===== config.mk =====
export PLATFORM = sky130hd
export DESIGN_NAME = isni_check_digit_validator_flat
export DESIGN_NICKNAME = d
export VERILOG_FILES = /design/src/rtl/isni_pkg.sv /design/src/rtl/isni_if.sv /design/src/rtl/isni_acc.sv /design/src/rtl/isni_check_digit_validator.sv /design/src/flat_wrapper.sv
export SDC_FILE = /design/constraint.sdc
export NUM_CORES = 1
export LEC_CHECK = 0
export ABC_AREA = 1
export BUFFER_PORTS_ARGS = -buffer_cell sky130_fd_sc_hd__buf_2
export CORE_MARGIN = 1.5
export CORE_UTILIZATION = 52
export CTS_BUF_LIST = sky130_fd_sc_hd__clkbuf_16
export DETAILED_ROUTE_END_ITERATION = 7
export PLACE_DENSITY_LB_ADDON = 0.08
export SYNTH_ARGS = -nofsm -noshare
export SYNTH_HDL_FRONTEND = slang
export SYNTH_SLANG_ARGS = --single-unit

===== constraint.sdc =====
create_clock -name clock -period 2.2 [get_ports clock]
set_input_delay 0.11 -clock clock [delete_from_list [all_inputs] [get_ports clock]]
set_output_delay 0.11 -clock clock [all_outputs]
set_load 0.03 [all_outputs]

===== src/rtl/isni_pkg.sv =====
// Package for the ISNI check character validator: item types, character codes,
// length limits and the small mod-11 helpers. No dependencies.
package isni_pkg;

   localparam logic [7:0] CHAR_SPACE = 8'h20;
   localparam logic [7:0] CHAR_ZERO  = 8'h30;
   localparam logic [7:0] CHAR_X     = 8'h58;
   localparam logic [7:0] DIGIT_SPAN = 8'd10;

   localparam logic [3:0] DIGIT_COUNT = 4'd15;
   localparam logic [3:0] MODULUS     = 4'd11;
   // Characters counted before the final one; the total length is this plus one.
   localparam logic [4:0] CHARS_SAT   = 5'd20;
   localparam logic [4:0] CHARS_MIN   = 5'd15;
   localparam logic [4:0] CHARS_MAX   = 5'd18;

   typedef struct packed {
      logic [7:0] char_code;
      logic       is_final;
   } req_item_type;

   typedef struct packed {
      logic       format_ok;
      logic [7:0] expected_check;
      logic       check_mismatch;
   } rsp_item_type;

   // One fold step: ((acc + digit) * 2) mod 11, with acc and digit below 11.
   function automatic logic [3:0] fold_step(input logic [3:0] acc, input logic [3:0] digit);
      logic [4:0] sum;
      logic [4:0] dbl;
      sum = {1'b0, acc} + {1'b0, digit};
      if (sum >= {1'b0, MODULUS}) begin
         sum = sum - {1'b0, MODULUS};
      end
      dbl = {sum[3:0], 1'b0};
      if (dbl >= {1'b0, MODULUS}) begin
         dbl = dbl - {1'b0, MODULUS};
      end
      return dbl[3:0];
   endfunction

   // Expected check character for the folded value: (1 - acc) mod 11 as ASCII.
   function automatic logic [7:0] check_char(input logic [3:0] acc);
      logic [3:0] v;
      v = (acc <= 4'd1) ? (4'd1 - acc) : (MODULUS + 4'd1 - acc);
      return (v < 4'd10) ? (CHAR_ZERO + {4'd0, v}) : CHAR_X;
   endfunction

endpackage


===== src/rtl/isni_if.sv =====
// Valid/ready channel interfaces for the request and response items.
// Depends on isni_pkg for the payload widths.
interface isni_req_if;
   import isni_pkg::*;
   logic       valid;
   logic       ready;
   logic [7:0] char_code;
   logic       is_final;

   modport source (output valid, output char_code, output is_final, input ready);
   modport sink (input valid, input char_code, input is_final, output ready);
endinterface

interface isni_rsp_if;
   import isni_pkg::*;
   logic       valid;
   logic       ready;
   logic       format_ok;
   logic [7:0] expected_check;
   logic       check_mismatch;

   modport source (output valid, output format_ok, output expected_check,
                   output check_mismatch, input ready);
   modport sink (input valid, input format_ok, input expected_check,
                 input check_mismatch, output ready);
endinterface


===== src/rtl/isni_acc.sv =====
// Running state of one identifier string: mod-11 accumulator, digit and length
// counters, bad character flag. Forms the result for the final character. Uses isni_pkg.
module isni_acc (
   input  logic                  clock,
   input  logic                  reset,
   input  logic                  step_en,
   input  isni_pkg::req_item_type item,
   output isni_pkg::rsp_item_type result
);
   import isni_pkg::*;

   logic [3:0] acc_ff, acc_in;
   logic [3:0] digits_ff, digits_in;
   logic [4:0] chars_ff, chars_in;
   logic       bad_ff, bad_in;
   logic [7:0] digit_val;
   logic       is_digit;
   logic       ok;
   logic [7:0] expect_char;

   assign digit_val   = item.char_code ^ CHAR_ZERO;
   assign is_digit    = digit_val < DIGIT_SPAN;
   assign ok          = (chars_ff >= CHARS_MIN) && (chars_ff <= CHARS_MAX) && !bad_ff;
   assign expect_char = check_char(acc_ff);

   always_comb begin
      result.format_ok      = ok;
      result.expected_check = ok ? expect_char : 8'd0;
      result.check_mismatch = ok && (expect_char != item.char_code);
   end

   always_comb begin
      acc_in    = acc_ff;
      digits_in = digits_ff;
      chars_in  = chars_ff;
      bad_in    = bad_ff;
      if (step_en) begin
         if (item.is_final) begin
            // The string ends here; start clean for the next one.
            acc_in    = 4'd0;
            digits_in = 4'd0;
            chars_in  = 5'd0;
            bad_in    = 1'b0;
         end else begin
            if (chars_ff < CHARS_SAT) begin
               chars_in = chars_ff + 5'd1;
            end
            // After fifteen digits the rest before the final character is only counted.
            if ((digits_ff < DIGIT_COUNT) && (item.char_code != CHAR_SPACE)) begin
               if (is_digit) begin
                  acc_in    = fold_step(acc_ff, digit_val[3:0]);
                  digits_in = digits_ff + 4'd1;
               end else begin
                  bad_in = 1'b1;
               end
            end
         end
      end
   end

   always_ff @(posedge clock) begin
      if (reset) begin
         acc_ff    <= 4'd0;
         digits_ff <= 4'd0;
         chars_ff  <= 5'd0;
         bad_ff    <= 1'b0;
      end else begin
         acc_ff    <= acc_in;
         digits_ff <= digits_in;
         chars_ff  <= chars_in;
         bad_ff    <= bad_in;
      end
   end

endmodule


===== src/rtl/isni_check_digit_validator.sv =====
// ISNI check character validator (ISO 7064 MOD 11-2). Feed an identifier one byte
// per item with is_final set on the check character; one response comes out per
// string, at its final character. An item is taken every cycle unless the input
// side is held; an accepted final character reaches the response through an input
// register and a response register. Only a final item that meets a full, stalled
// response register holds the input side; non-final items always flow on.
// Depends on isni_pkg, isni_req_if, isni_rsp_if and isni_acc.
module isni_check_digit_validator (
   input logic       clock,
   input logic       reset,
   isni_req_if.sink   req_ch,
   isni_rsp_if.source rsp_ch
);
   import isni_pkg::*;

   req_item_type s1_ff, s1_in;
   logic         s1_valid_ff, s1_valid_in;
   rsp_item_type rsp_ff, rsp_in;
   logic         rsp_valid_ff, rsp_valid_in;
   rsp_item_type result;
   logic         s1_adv;
   logic         req_take;
   logic         rsp_load;

   assign s1_adv   = s1_valid_ff && (!s1_ff.is_final || !rsp_valid_ff || rsp_ch.ready);
   assign req_ch.ready = !s1_valid_ff || s1_adv;
   assign req_take = req_ch.valid && req_ch.ready;
   assign rsp_load = s1_adv && s1_ff.is_final;

   isni_acc u_acc (
      .clock   (clock),
      .reset   (reset),
      .step_en (s1_adv),
      .item    (s1_ff),
      .result  (result)
   );

   always_comb begin
      s1_in       = s1_ff;
      s1_valid_in = s1_valid_ff;
      if (req_take) begin
         s1_in.char_code = req_ch.char_code;
         s1_in.is_final  = req_ch.is_final;
         s1_valid_in     = 1'b1;
      end else if (s1_adv) begin
         s1_valid_in = 1'b0;
      end
      rsp_in       = rsp_ff;
      rsp_valid_in = rsp_valid_ff;
      if (rsp_load) begin
         rsp_in       = result;
         rsp_valid_in = 1'b1;
      end else if (rsp_ch.ready) begin
         rsp_valid_in = 1'b0;
      end
   end

   always_ff @(posedge clock) begin
      if (reset) begin
         s1_valid_ff  <= 1'b0;
         rsp_valid_ff <= 1'b0;
      end else begin
         s1_valid_ff  <= s1_valid_in;
         rsp_valid_ff <= rsp_valid_in;
      end
   end

   always_ff @(posedge clock) begin
      s1_ff  <= s1_in;
      rsp_ff <= rsp_in;
   end

   assign rsp_ch.valid          = rsp_valid_ff;
   assign rsp_ch.format_ok      = rsp_ff.format_ok;
   assign rsp_ch.expected_check = rsp_ff.expected_check;
   assign rsp_ch.check_mismatch = rsp_ff.check_mismatch;

   // A rejected string reports no check character and no mismatch.
   a_bad_format_clean: assert property (@(posedge clock) disable iff (reset)
      rsp_valid_ff && !rsp_ff.format_ok |-> (rsp_ff.expected_check == 8'd0) &&
                                            !rsp_ff.check_mismatch)
      else $error("bad format response carries check data");

   // A good string always reports a digit or X.
   a_check_char_legal: assert property (@(posedge clock) disable iff (reset)
      rsp_valid_ff && rsp_ff.format_ok |->
         ((rsp_ff.expected_check >= CHAR_ZERO) &&
          (rsp_ff.expected_check < CHAR_ZERO + DIGIT_SPAN)) ||
         (rsp_ff.expected_check == CHAR_X))
      else $error("expected check character out of range");

   // An item held in the input register is neither dropped nor altered while blocked.
   a_stage_hold: assert property (@(posedge clock) disable iff (reset)
      s1_valid_ff && !s1_adv |=> s1_valid_ff && $stable(s1_ff))
      else $error("blocked item lost from input register");

endmodule

===== src/flat_wrapper.sv =====
// flat-port wrapper written by rule: the top's interface ports become plain ports
module isni_check_digit_validator_flat import isni_pkg::*;
  (clock, reset, req_ch_valid, req_ch_char_code, req_ch_is_final, req_ch_ready, rsp_ch_valid, rsp_ch_format_ok, rsp_ch_expected_check, rsp_ch_check_mismatch, rsp_ch_ready);
  isni_req_if req_ch_i ();
  isni_rsp_if rsp_ch_i ();
  input logic clock;
  input logic reset;
  input wire logic [$bits(req_ch_i.valid)-1:0] req_ch_valid;
  input wire logic [$bits(req_ch_i.char_code)-1:0] req_ch_char_code;
  input wire logic [$bits(req_ch_i.is_final)-1:0] req_ch_is_final;
  output wire logic [$bits(req_ch_i.ready)-1:0] req_ch_ready;
  output wire logic [$bits(rsp_ch_i.valid)-1:0] rsp_ch_valid;
  output wire logic [$bits(rsp_ch_i.format_ok)-1:0] rsp_ch_format_ok;
  output wire logic [$bits(rsp_ch_i.expected_check)-1:0] rsp_ch_expected_check;
  output wire logic [$bits(rsp_ch_i.check_mismatch)-1:0] rsp_ch_check_mismatch;
  input wire logic [$bits(rsp_ch_i.ready)-1:0] rsp_ch_ready;
  assign req_ch_i.valid = req_ch_valid;
  assign req_ch_i.char_code = req_ch_char_code;
  assign req_ch_i.is_final = req_ch_is_final;
  assign req_ch_ready = req_ch_i.ready;
  assign rsp_ch_valid = rsp_ch_i.valid;
  assign rsp_ch_format_ok = rsp_ch_i.format_ok;
  assign rsp_ch_expected_check = rsp_ch_i.expected_check;
  assign rsp_ch_check_mismatch = rsp_ch_i.check_mismatch;
  assign rsp_ch_i.ready = rsp_ch_ready;
  isni_check_digit_validator u_core (.clock(clock), .reset(reset), .req_ch(req_ch_i), .rsp_ch(rsp_ch_i));
endmodule

==> results.sh, run 1 <==
export IMPL_fin_skew_ns=0.00173
export IMPL_synthTopCellsByArea="edfxtp_1, dfxtp_1, nand2_1, ha_1, inv_1"
export IMPL_setup_viol=0
export IMPL_required_ns=2.37
export IMPL_fp_dieW_um=65.6
export IMPL_setup_ws_ns=0.0835
export IMPL_io_buffers=23
export IMPL_yosysTopAreaCell="edfxtp_1"
export IMPL_fmax_ghz=0.472
export IMPL_synth_top_family_by_area="simple AND/OR/NAND/NOR gates"
export IMPL_leakage_nw=1.09
export IMPL_dp_hpwl_mm=2.90
export IMPL_nets=301
export IMPL_syn_nets=269
export IMPL_synth_xor_xnor_area_share_pct=1.29
export IMPL_setup_worst_path_end="u_core.u_acc.acc_ff[2]"
export IMPL_drt_initial_drc_count=86
export IMPL_synthAdderAreaFrac_pct=8.34
export IMPL_fillers=322
export IMPL_worstSkewPairLatency_ns=0.28
export IMPL_cts_buffers=5
export IMPL_dp_cells=316
export IMPL_rows=22
export IMPL_dr_pass1_iters=4
export IMPL_grt_max_degree=13
export IMPL_grt_overflow=0
export IMPL_diodes=0
export IMPL_syn_inst=243
export IMPL_cp_slowest_cell="fa_2"
export IMPL_drc=0
export IMPL_regToRegSetupSlack_ns=0.08
export IMPL_clockBufferDepth=2
export IMPL_place_ws_ns=0.00494
export IMPL_track_usage_pct=20.4
export IMPL_status="finished, final reports clean"
export IMPL_reg2regPathDepth=14
export IMPL_drive_gt1_share_pct=26.4
export IMPL_postRouteAntennaNets=0
export IMPL_synthSimpleGateAreaFrac_pct=27.8
export IMPL_cts_clk_slew_worst_paths_ns=0.05
export IMPL_cts_hold_buf=0
export IMPL_ys_seq_area_share_pct=42.2
export IMPL_max_cap_violations=0
export IMPL_die_area_mm2=0.00431
export IMPL_antenna_found_initial=0
export IMPL_start_kind="register"
export IMPL_multi_input_area_mm2=0.00105
export IMPL_seq_area_um2=861
export IMPL_cts_tree="built"
export IMPL_r2r_end="u_core.u_acc.acc_ff[2]"
export IMPL_grt_first_pass_wirelength_mm=6.54
export IMPL_final_hold_violation_count=0
export IMPL_cts_htree_levels=2
export IMPL_p_per_area_mw_per_mm2=726
export IMPL_core_mm2=0.00372
export IMPL_die_y_um=65.6
export IMPL_path_cells="ha_2, fa_2, ha_4, inv_2, nand3_2, nand3_4, nand2_4, nand2_1, nand2_2, nand2_1, nand2_1, nor2_1, nor2_1, nor2_1"
export IMPL_crit_fanout=5
export IMPL_slew_violations=0
export IMPL_grt_pass1_vias=1485
export IMPL_wire_per_inst_um=12.1
export IMPL_stdcell_count=324
export IMPL_cp_startpoint="u_core.s1_ff[1]"
export IMPL_crit_arrival_ns=2.28
export IMPL_rsz0062_at_grt="true"
export IMPL_cts_root_buf="clkbuf_16"
export IMPL_syn_area_mm2=0.00204
export IMPL_dr_total_vias=1635
export IMPL_ys_seq_elements=34
export IMPL_ys_types=38
export IMPL_post_cts_setup_buffer_count=0
export IMPL_synth_compound_area_share_pct=12.1
export IMPL_hp_class="in2reg"
export IMPL_routed_wirelength_mm=3.92
export IMPL_area_growth_pct=20.5
export IMPL_syn_area_per_cell_um2=8.39
export IMPL_cts_sinks=34
export IMPL_r2r_start="u_core.s1_ff[1]"
export IMPL_peakVddDrop_mv=0.362
export IMPL_routed_via_density=5.05
export IMPL_yosysTopAreaCellShare_pct=26.5
export IMPL_end_kind="register"
export IMPL_stdcell_area_mm2=0.00246
export IMPL_place_congestion=0.807
export IMPL_placed_cell_area_mm2=0.00223
export IMPL_fin_crit_sh_pct=96.2
export IMPL_min_period_ns=2.12
export IMPL_ios=25
export IMPL_yosysWarnings=0
export IMPL_crit_type="reg2reg"
export IMPL_cpPeakStageDelay_ns=0.57
export IMPL_start_util_pct=54.9
export IMPL_muxShareOfSynthArea_pct=0
-- layer usage --
metal / routed length (µm) / part of all wire [%] / GRT usage [%] / vias to the layer above
met5: 0 / 0 / 0 / -
met4: 63 / 1.6 / 7.81 / 0
met3: 99 / 2.5 / 4.11 / 7
met2: 1870 / 48 / 35.4 / 19
met1: 1880 / 48 / 24.7 / 743
li1: - / - / - / 866
-- flip-flops by register name (all words and copies together), names as in the netlist --
signal,cells
u_core.s1_ff,9
u_core.rsp_ch.expected_check,7
u_core.u_acc.chars_ff,5
u_core.u_acc.acc_ff,4
u_core.u_acc.digits_ff,4
u_core.rsp_ch.check_mismatch,1
u_core.rsp_ch.format_ok,1
u_core.rsp_ch.valid,1
u_core.s1_valid_ff,1
u_core.u_acc.bad_ff,1
-- critical path, delay by kind of cell (launching register included) --
| kind | cells | cell delay, ns |
|---|---|---|
| adder cells (fa/ha/maj) | 3 | 0.91 |
| AND/OR/NAND/NOR | 10 | 0.68 |
| buffers and inverters | 1 | 0.04 |
| flip-flops | 1 | 0.39 |
-- repair_timing --
item / CTS / global route
setup endpoints to repair: 3 / 4
pin swaps: 2 / 2
hold endpoints to repair: 0 / 0
gates cloned: 0 / 0
resized for setup: 3 / 8
-- cells in the final DEF, fill, tap and decap left out, drive strengths merged --
cell type	netlist	final
nor3	3	3
nand3	15	15
edfxtp	18	18
conb	1	1
ha	12	12
buf	3	28
nand3b	2	2
o2111ai	1	1
fa	1	1
or2	1	1
dfxtp	16	16
xor2	2	2
nor4	1	1
o21ai	13	13
o31ai	1	1
nand4	4	4
a21boi	2	2
nand2	58	58
clkbuf	0	5
xnor2	1	1
and3	2	2
a21oi	17	17
nor2	29	29
inv	37	37
a211oi	3	3
bufinv	0	2
clkinv	0	1
-- how the worst min path moves through the flow --
stage	from	cells after the start	to	slack, ns
2_1_floorplan	req_ch_is_final	0	u_core.s1_ff[0]	0.21
3_3_place_gp	req_ch_char_code[3]	1	u_core.s1_ff[4]	0.29
3_5_place_dp	req_ch_char_code[2]	1	u_core.s1_ff[3]	0.29
4_1_cts	req_ch_is_final	1	u_core.s1_ff[0]	0.003
5_1_grt	req_ch_char_code[5]	1	u_core.s1_ff[6]	0.004
6_report	req_ch_char_code[2]	1	u_core.s1_ff[3]	0.004
-- synthesized netlist by cell type (all sizes together) --
cell type,count
xnor2,1
nor4,1
nor2,29
a21oi,17
ha,12
fa,1
dfxtp,16
inv,37
edfxtp,18
conb,1
nand3,15
o21ai,13
a21boi,2
buf,3
or2,1
nand4,4
nand3b,2
o31ai,1
xor2,2
a211oi,3
nor3,3
and3,2
o2111ai,1
nand2,58
-- metrics by stage --
stage	TNS, ns	util (%)	hold WS (ns)	total power (W)
finish	0	66.1	0.00435	0.00178
global route	-0.148	66.1	0.00428	0.00184
CTS	0	65.4	0.00260	0.00179
detailed placement	0	60.0	0.288	0.000877
global placement	0	60.0	0.286	0.000874
floorplan	0	-	0.209	0.000837
-- cell type report --
cell class / count / share of cell area (%)
Clock buffer: 5 / 5.09
Tap cell: 48 / 2.44
Timing Repair Buffer: 28 / 6.21
Clock inverter: 3 / 2.80
Sequential cell: 34 / 35.0
Inverter: 37 / 5.75
Multi-Input combinational cell: 169 / 42.7
-- power breakdown --
| part | internal, W | leakage (nW) | switching (W) |
|---|---|---|---|
| Combinational | 0.0000582 | 0.694 | 0.000105 |
| Sequential | 0.000692 | 0.300 | 0.0000161 |
| Clock | 0.000650 | 0.0940 | 0.000261 |
| Total | 0.00140 | 1.09 | 0.000383 |
-- logic make-up after synthesis --
kind of cell | count (synthesis)
and+or+nand+nor | 115
buffers and inverters | 40
AOI/OAI and AO/OA | 37
DFF | 34
adders and majority gates | 13
xor gates and xnor gates | 3
other | 1
No activity file was read; power rests on OpenSTA's default activity.
==> run 2: changes to the inputs <==
Settings changed: GPL_TIMING_DRIVEN set to 0, TNS_END_PERCENT set to 30.
==> results.sh, run 2 (synthesis results as in run 1) <==
export IMPL_fin_skew_ns=0.00337
export IMPL_violations="negative setup slack"
export IMPL_start_util_pct=54.9
export IMPL_setup_worst_path_end="u_core.u_acc.acc_ff[1]"
export IMPL_largest_reg_flops=9
export IMPL_grt_first_pass_wirelength_mm=6.33
export IMPL_clkPwrFrac_pct=50.9
export IMPL_leakage_nw=1.10
export IMPL_cts_clk_slew_worst_paths_ns=0.06
export IMPL_final_hold_violation_count=0
export IMPL_cpPeakStageDelay_ns=0.48
export IMPL_dr_pass1_iters=7
export IMPL_cp_num_cells=11
export IMPL_crit_arrival_ns=2.43
export IMPL_stdcell_count=326
export IMPL_crit_type="reg2reg"
export IMPL_grt_overflow=0
export IMPL_rows=22
export IMPL_drive_gt1_share_pct=27.7
export IMPL_fmax_ghz=0.438
export IMPL_dr_total_vias=1645
export IMPL_postRouteAntennaNets=0
export IMPL_fp_dieW_um=65.6
export IMPL_crit_fanout=3
export IMPL_nets=303
export IMPL_end_kind="register"
export IMPL_cts_tree="built"
export IMPL_drt_initial_drc_count=78
export IMPL_die_y_um=65.6
export IMPL_holdPathStages=1
export IMPL_rsz0062_at_grt="true"
export IMPL_p_switching_w=0.000396
export IMPL_setup_viol=4
export IMPL_cts_htree_levels=2
export IMPL_routed_via_density=5.05
export IMPL_seqPwrFrac_pct=39.1
export IMPL_regMostFlops="u_core.s1_ff"
export IMPL_seq_area_um2=863
export IMPL_required_ns=2.34
export IMPL_cp_startpoint="u_core.s1_ff[1]"
export IMPL_worstSkewPairLatency_ns=0.28
export IMPL_io_buffers=22
export IMPL_peakVddDrop_mv=0.501
export IMPL_p_per_area_mw_per_mm2=727
export IMPL_area_growth_pct=21.8
export IMPL_min_period_ns=2.28
export IMPL_hp_class="in2reg"
export IMPL_dp_cells=313
export IMPL_dp_hpwl_mm=2.76
export IMPL_p_int_w=0.00141
export IMPL_ios=25
export IMPL_grt_max_degree=13
export IMPL_path_cells="ha_2, fa_2, ha_4, inv_2, nand3_2, nand3_2, nand2_2, buf_4, or2_2, nand3_1, a21oi_1"
export IMPL_p_sw_share_pct=22.0
export IMPL_r2r_start="u_core.s1_ff[1]"
export IMPL_die_area_mm2=0.00431
export IMPL_slew_violations=0
export IMPL_cts_root_buf="clkbuf_16"
export IMPL_start_kind="register"
export IMPL_reg2regPathDepth=11
export IMPL_place_congestion=0.805
export IMPL_antenna_found_initial=0
export IMPL_status="finished with violations"
export IMPL_cp_slowest_cell="fa_2"
export IMPL_fin_crit_sh_pct=104
export IMPL_diodes=0
export IMPL_track_usage_pct=19.2
export IMPL_worst_path_most_repeated_cell="nand3_2"
export IMPL_regToRegSetupSlack_ns=-0.08
export IMPL_crit_family="adder cells"
export IMPL_grt_pass1_vias=1463
export IMPL_combPwrFrac_pct=9.9
export IMPL_drc=0
export IMPL_wire_per_inst_um=11.9
export IMPL_final_common_cell="nand2_1"
export IMPL_final_cell_mix="nand2_1, inv_1, nor2_1, buf_2, edfxtp_1"
export IMPL_multi_input_area_mm2=0.00105
export IMPL_cts_buffers=5
export IMPL_core_mm2=0.00372
export IMPL_setup_ws_ns=-0.0836
export IMPL_routed_wirelength_mm=3.90
export IMPL_final_util_pct=66.8
export IMPL_max_cap_violations=0
export IMPL_r2r_end="u_core.u_acc.acc_ff[1]"
export IMPL_timing_hold_ws_ns=0.00838
export IMPL_cp_num_buf_inv=2
export IMPL_clockBufferDepth=2
export IMPL_fillers=327
export IMPL_cts_sinks=34
==> run 2: cell count changes in the layout (fill, tap and decap cells not counted), sizes merged <==
cell | previous run | this run
dlygate4sd3 | 0 | 2
==> run 2: area by class of cell <==
| cell class | instances | area share [%] |
|---|---|---|
| Sequential cell | 34 | 34.8 |
| Tap cell | 48 | 2.42 |
| Buffer | 3 | 0.907 |
| Clock inverter | 3 | 2.77 |
| Timing Repair Buffer | 27 | 6.15 |
| Clock buffer | 5 | 5.04 |
| Inverter | 37 | 5.69 |
| Multi-Input combinational cell | 169 | 42.3 |
==> run 2: how the worst min path moves through the flow <==
stage,startpoint,end,slack [ns]
after floorplan,req_ch_is_final,u_core.s1_ff[0],0.21
after global placement,req_ch_char_code[1],u_core.s1_ff[2],0.29
after detailed placement,req_ch_char_code[3],u_core.s1_ff[4],0.29
after CTS,req_ch_char_code[3],u_core.s1_ff[4],0.002
after global routing,req_ch_is_final,u_core.s1_ff[0],0.0008
final,req_ch_char_code[1],u_core.s1_ff[2],0.008
==> run 2: worst reg2reg max path: stages, from the launching register on <==
cell and delay (ns):
edfxtp_1 0.42, ha_2 0.22, fa_2 0.48, ha_4 0.19, inv_2 0.06, nand3_2 0.06
nand3_2 0.10, nand2_2 0.08, buf_4 0.15, or2_2 0.27, nand3_1 0.08, a21oi_1 0.06
==> run 2: power groups by stage <==
stage	clock network, W	logic (W)	registers [W]
floorplan	0	0.000108	0.000729
global placement	0	0.000154	0.000720
detailed placement	0	0.000156	0.000721
CTS	0.000927	0.000164	0.000706
global route	0.000954	0.000198	0.000709
finish	0.000919	0.000180	0.000706
==> run 2: layer usage <==
layer	GRT usage, %	share of wire, %
met5	0	0
met2	30.8	47
met1	25.0	47
met3	4.97	4.5
met4	7.03	1.3
==> run 2: through the flow <==
stage | setup WS, ns | total power, W | setup TNS (ns) | cell area (µm²)
after detailed placement | -0.154 | 0.000876 | -0.460 | 2210
after CTS | -0.0726 | 0.00180 | -0.178 | 2420
after global placement | -0.135 | 0.000874 | -0.412 | 2210
after global routing | -0.183 | 0.00186 | -0.603 | 2480
after floorplan | 0.100 | 0.000837 | 0 | 2040
final | -0.0836 | 0.00180 | -0.172 | 2480
==> run 2: repair_timing <==
item,CTS,global route
pin swaps,1,8
buffers inserted,1,2
resized for setup,5,9
endpoints found under the hold margin,0,2
setup endpoints to repair,4,5
hold buffers,0,2
==> run 3: changes to the inputs <==
--- a/config.mk
+++ b/config.mk
@@ -10,5 +10,4 @@
 export CORE_MARGIN = 1.5
 export CORE_UTILIZATION = 52
-export CTS_BUF_LIST = sky130_fd_sc_hd__clkbuf_16
 export DETAILED_ROUTE_END_ITERATION = 7
 export GPL_TIMING_DRIVEN = 0
==> constraint.sdc (replaced) <==
create_clock -name clock -period 2.2 [get_ports clock]
set_input_delay 0.22 -clock clock [delete_from_list [all_inputs] [get_ports clock]]
set_output_delay 0.22 -clock clock [all_outputs]
set_load 0.03 [all_outputs]
==> results.sh, run 3 (synthesis results as in run 1) <==
export IMPL_hold_end="u_core.s1_ff[4]"
export IMPL_dp_cells=313
export IMPL_cts_root_buf="clkbuf_8"
export IMPL_stdcell_count=324
export IMPL_rows=22
export IMPL_drc=0
export IMPL_stdcell_area_mm2=0.00240
export IMPL_cts_htree_levels=2
export IMPL_start_kind="register"
export IMPL_required_ns=2.36
export IMPL_grt_first_pass_wirelength_mm=6.15
export IMPL_leakage_nw=1.06
export IMPL_worstSkewPairLatency_ns=0.29
export IMPL_hp_class="in2reg"
export IMPL_die_area_mm2=0.00431
export IMPL_met2_usage_pct=29.0
export IMPL_placed_cell_area_mm2=0.00221
export IMPL_cts_sinks=34
export IMPL_min_period_ns=2.28
export IMPL_holdPathStages=1
export IMPL_diodes=0
export IMPL_crit_fanout=3
export IMPL_top_usage_layer="met2"
export IMPL_end_kind="register"
export IMPL_dr_pass1_iters=4
export IMPL_p_per_area_mw_per_mm2=655
export IMPL_nets=301
export IMPL_r2r_start="u_core.s1_ff[1]"
export IMPL_drive_gt1_share_pct=27.5
export IMPL_clockBufferDepth=2
export IMPL_antenna_found_initial=0
export IMPL_setup_viol=3
export IMPL_final_hold_violation_count=0
export IMPL_max_cap_violations=0
export IMPL_r2r_end="u_core.u_acc.acc_ff[1]"
export IMPL_use_met1_pct=25.2
export IMPL_violations="negative setup slack"
export IMPL_cts_clk_slew_worst_paths_ns=0.07
export IMPL_die_y_um=65.6
export IMPL_core_mm2=0.00372
export IMPL_reg2regPathDepth=11
export IMPL_peakVddDrop_mv=0.374
export IMPL_status="finished with violations"
export IMPL_start_util_pct=54.9
export IMPL_grt_overflow=0
export IMPL_ios=25
export IMPL_routed_wirelength_mm=3.72
export IMPL_crit_arrival_ns=2.44
export IMPL_track_usage_pct=18.8
export IMPL_final_common_cell="nand2_1"
export IMPL_largest_reg_flops=9
export IMPL_grt_pass1_vias=1426
export IMPL_final_cell_mix="nand2_1, inv_1, nor2_1, buf_2, edfxtp_1"
export IMPL_io_buffers=22
export IMPL_area_growth_pct=17.9
export IMPL_drt_initial_drc_count=104
export IMPL_rsz0062_at_grt="true"
export IMPL_dp_hpwl_mm=2.76
export IMPL_fmax_ghz=0.439
export IMPL_min_from="req_ch_char_code[3]"
export IMPL_place_congestion=0.805
export IMPL_grt_max_degree=13
export IMPL_cts_buffers=5
export IMPL_cts_tree="built"
export IMPL_postRouteAntennaNets=0
export IMPL_fin_crit_sh_pct=103
export IMPL_fin_skew_ns=0.00407
export IMPL_regMostFlops="u_core.s1_ff"
export IMPL_cp_startpoint="u_core.s1_ff[1]"
export IMPL_wire_per_inst_um=11.5
export IMPL_crit_type="reg2reg"
export IMPL_grt_use_met3_pct=3.60
export IMPL_setup_ws_ns=-0.0760
export IMPL_fp_dieW_um=65.6
export IMPL_dr_total_vias=1603
export IMPL_regToRegSetupSlack_ns=-0.08
export IMPL_routed_via_density=4.95
export IMPL_slew_violations=0
run 3: cell count changes in the layout (fill, tap and decap cells not counted), sizes merged:
cell         previous run  this run
dlygate4sd3             2         0
run 3: through the flow:
stage / hold slack [ns] / setup TNS (ns) / total power (W) / worst slack (ns) / utilization [%]
final: 0.101 / -0.143 / 0.00158 / -0.0760 / 64.7
after global routing: 0.0910 / -0.639 / 0.00163 / -0.193 / 64.7
after CTS: 0.0893 / -0.0944 / 0.00158 / -0.0659 / 63.5
after detailed placement: 0.399 / -0.460 / 0.000876 / -0.154 / 59.5
after global placement: 0.396 / -0.412 / 0.000874 / -0.135 / 59.5
after floorplan: 0.319 / 0 / 0.000837 / 0.100 / -
run 3: how the worst max path moves through the flow:
| stage | to | slack (ns) |
|---|---|---|
| detailed placement | u_core.u_acc.acc_ff[2] | -0.15 |
| global placement | u_core.u_acc.acc_ff[2] | -0.14 |
| finish | u_core.u_acc.acc_ff[1] | -0.08 |
| floorplan | u_core.u_acc.acc_ff[2] | 0.10 |
| CTS | u_core.u_acc.acc_ff[2] | -0.07 |
| global route | u_core.u_acc.acc_ff[2] | -0.19 |
run 3: area by class of cell:
class,count,area [µm²]
Sequential cell,34,863
Clock buffer,5,68.8
Tap cell,48,60.1
Clock inverter,3,68.8
Inverter,37,141
Multi-Input combinational cell,169,1050
Fill cell,341,1310
Timing Repair Buffer,25,133
Buffer,3,22.5
run 3: critical path: stages (launching register included):
cell and delay, ns:
edfxtp_1 0.43, ha_2 0.22, fa_2 0.47, ha_4 0.18, inv_2 0.06, nand3_2 0.06
nand3_2 0.10, nand2_2 0.08, buf_4 0.14, or2_2 0.26, nand3_1 0.07, a21oi_1 0.06
run 3: what timing repair did:
action,in CTS,in global routing
setup buffers,1,2
setup endpoints to repair,4,5
pin swaps,1,8
hold buffers,0,0
gates resized for setup,4,9
run 3: metal layers:
metal	share of wire [%]	vias to the layer above
met5	0	-
li1	-	860
met1	50	719
met4	1.7	0
met3	2.6	7
met2	46	17
run 3: power by group:
part | switching, W | internal (W) | total (W)
Combinational | 0.000108 | 0.0000627 | 0.000171
Sequential | 0.0000139 | 0.000691 | 0.000705
Clock | 0.000245 | 0.000454 | 0.000699
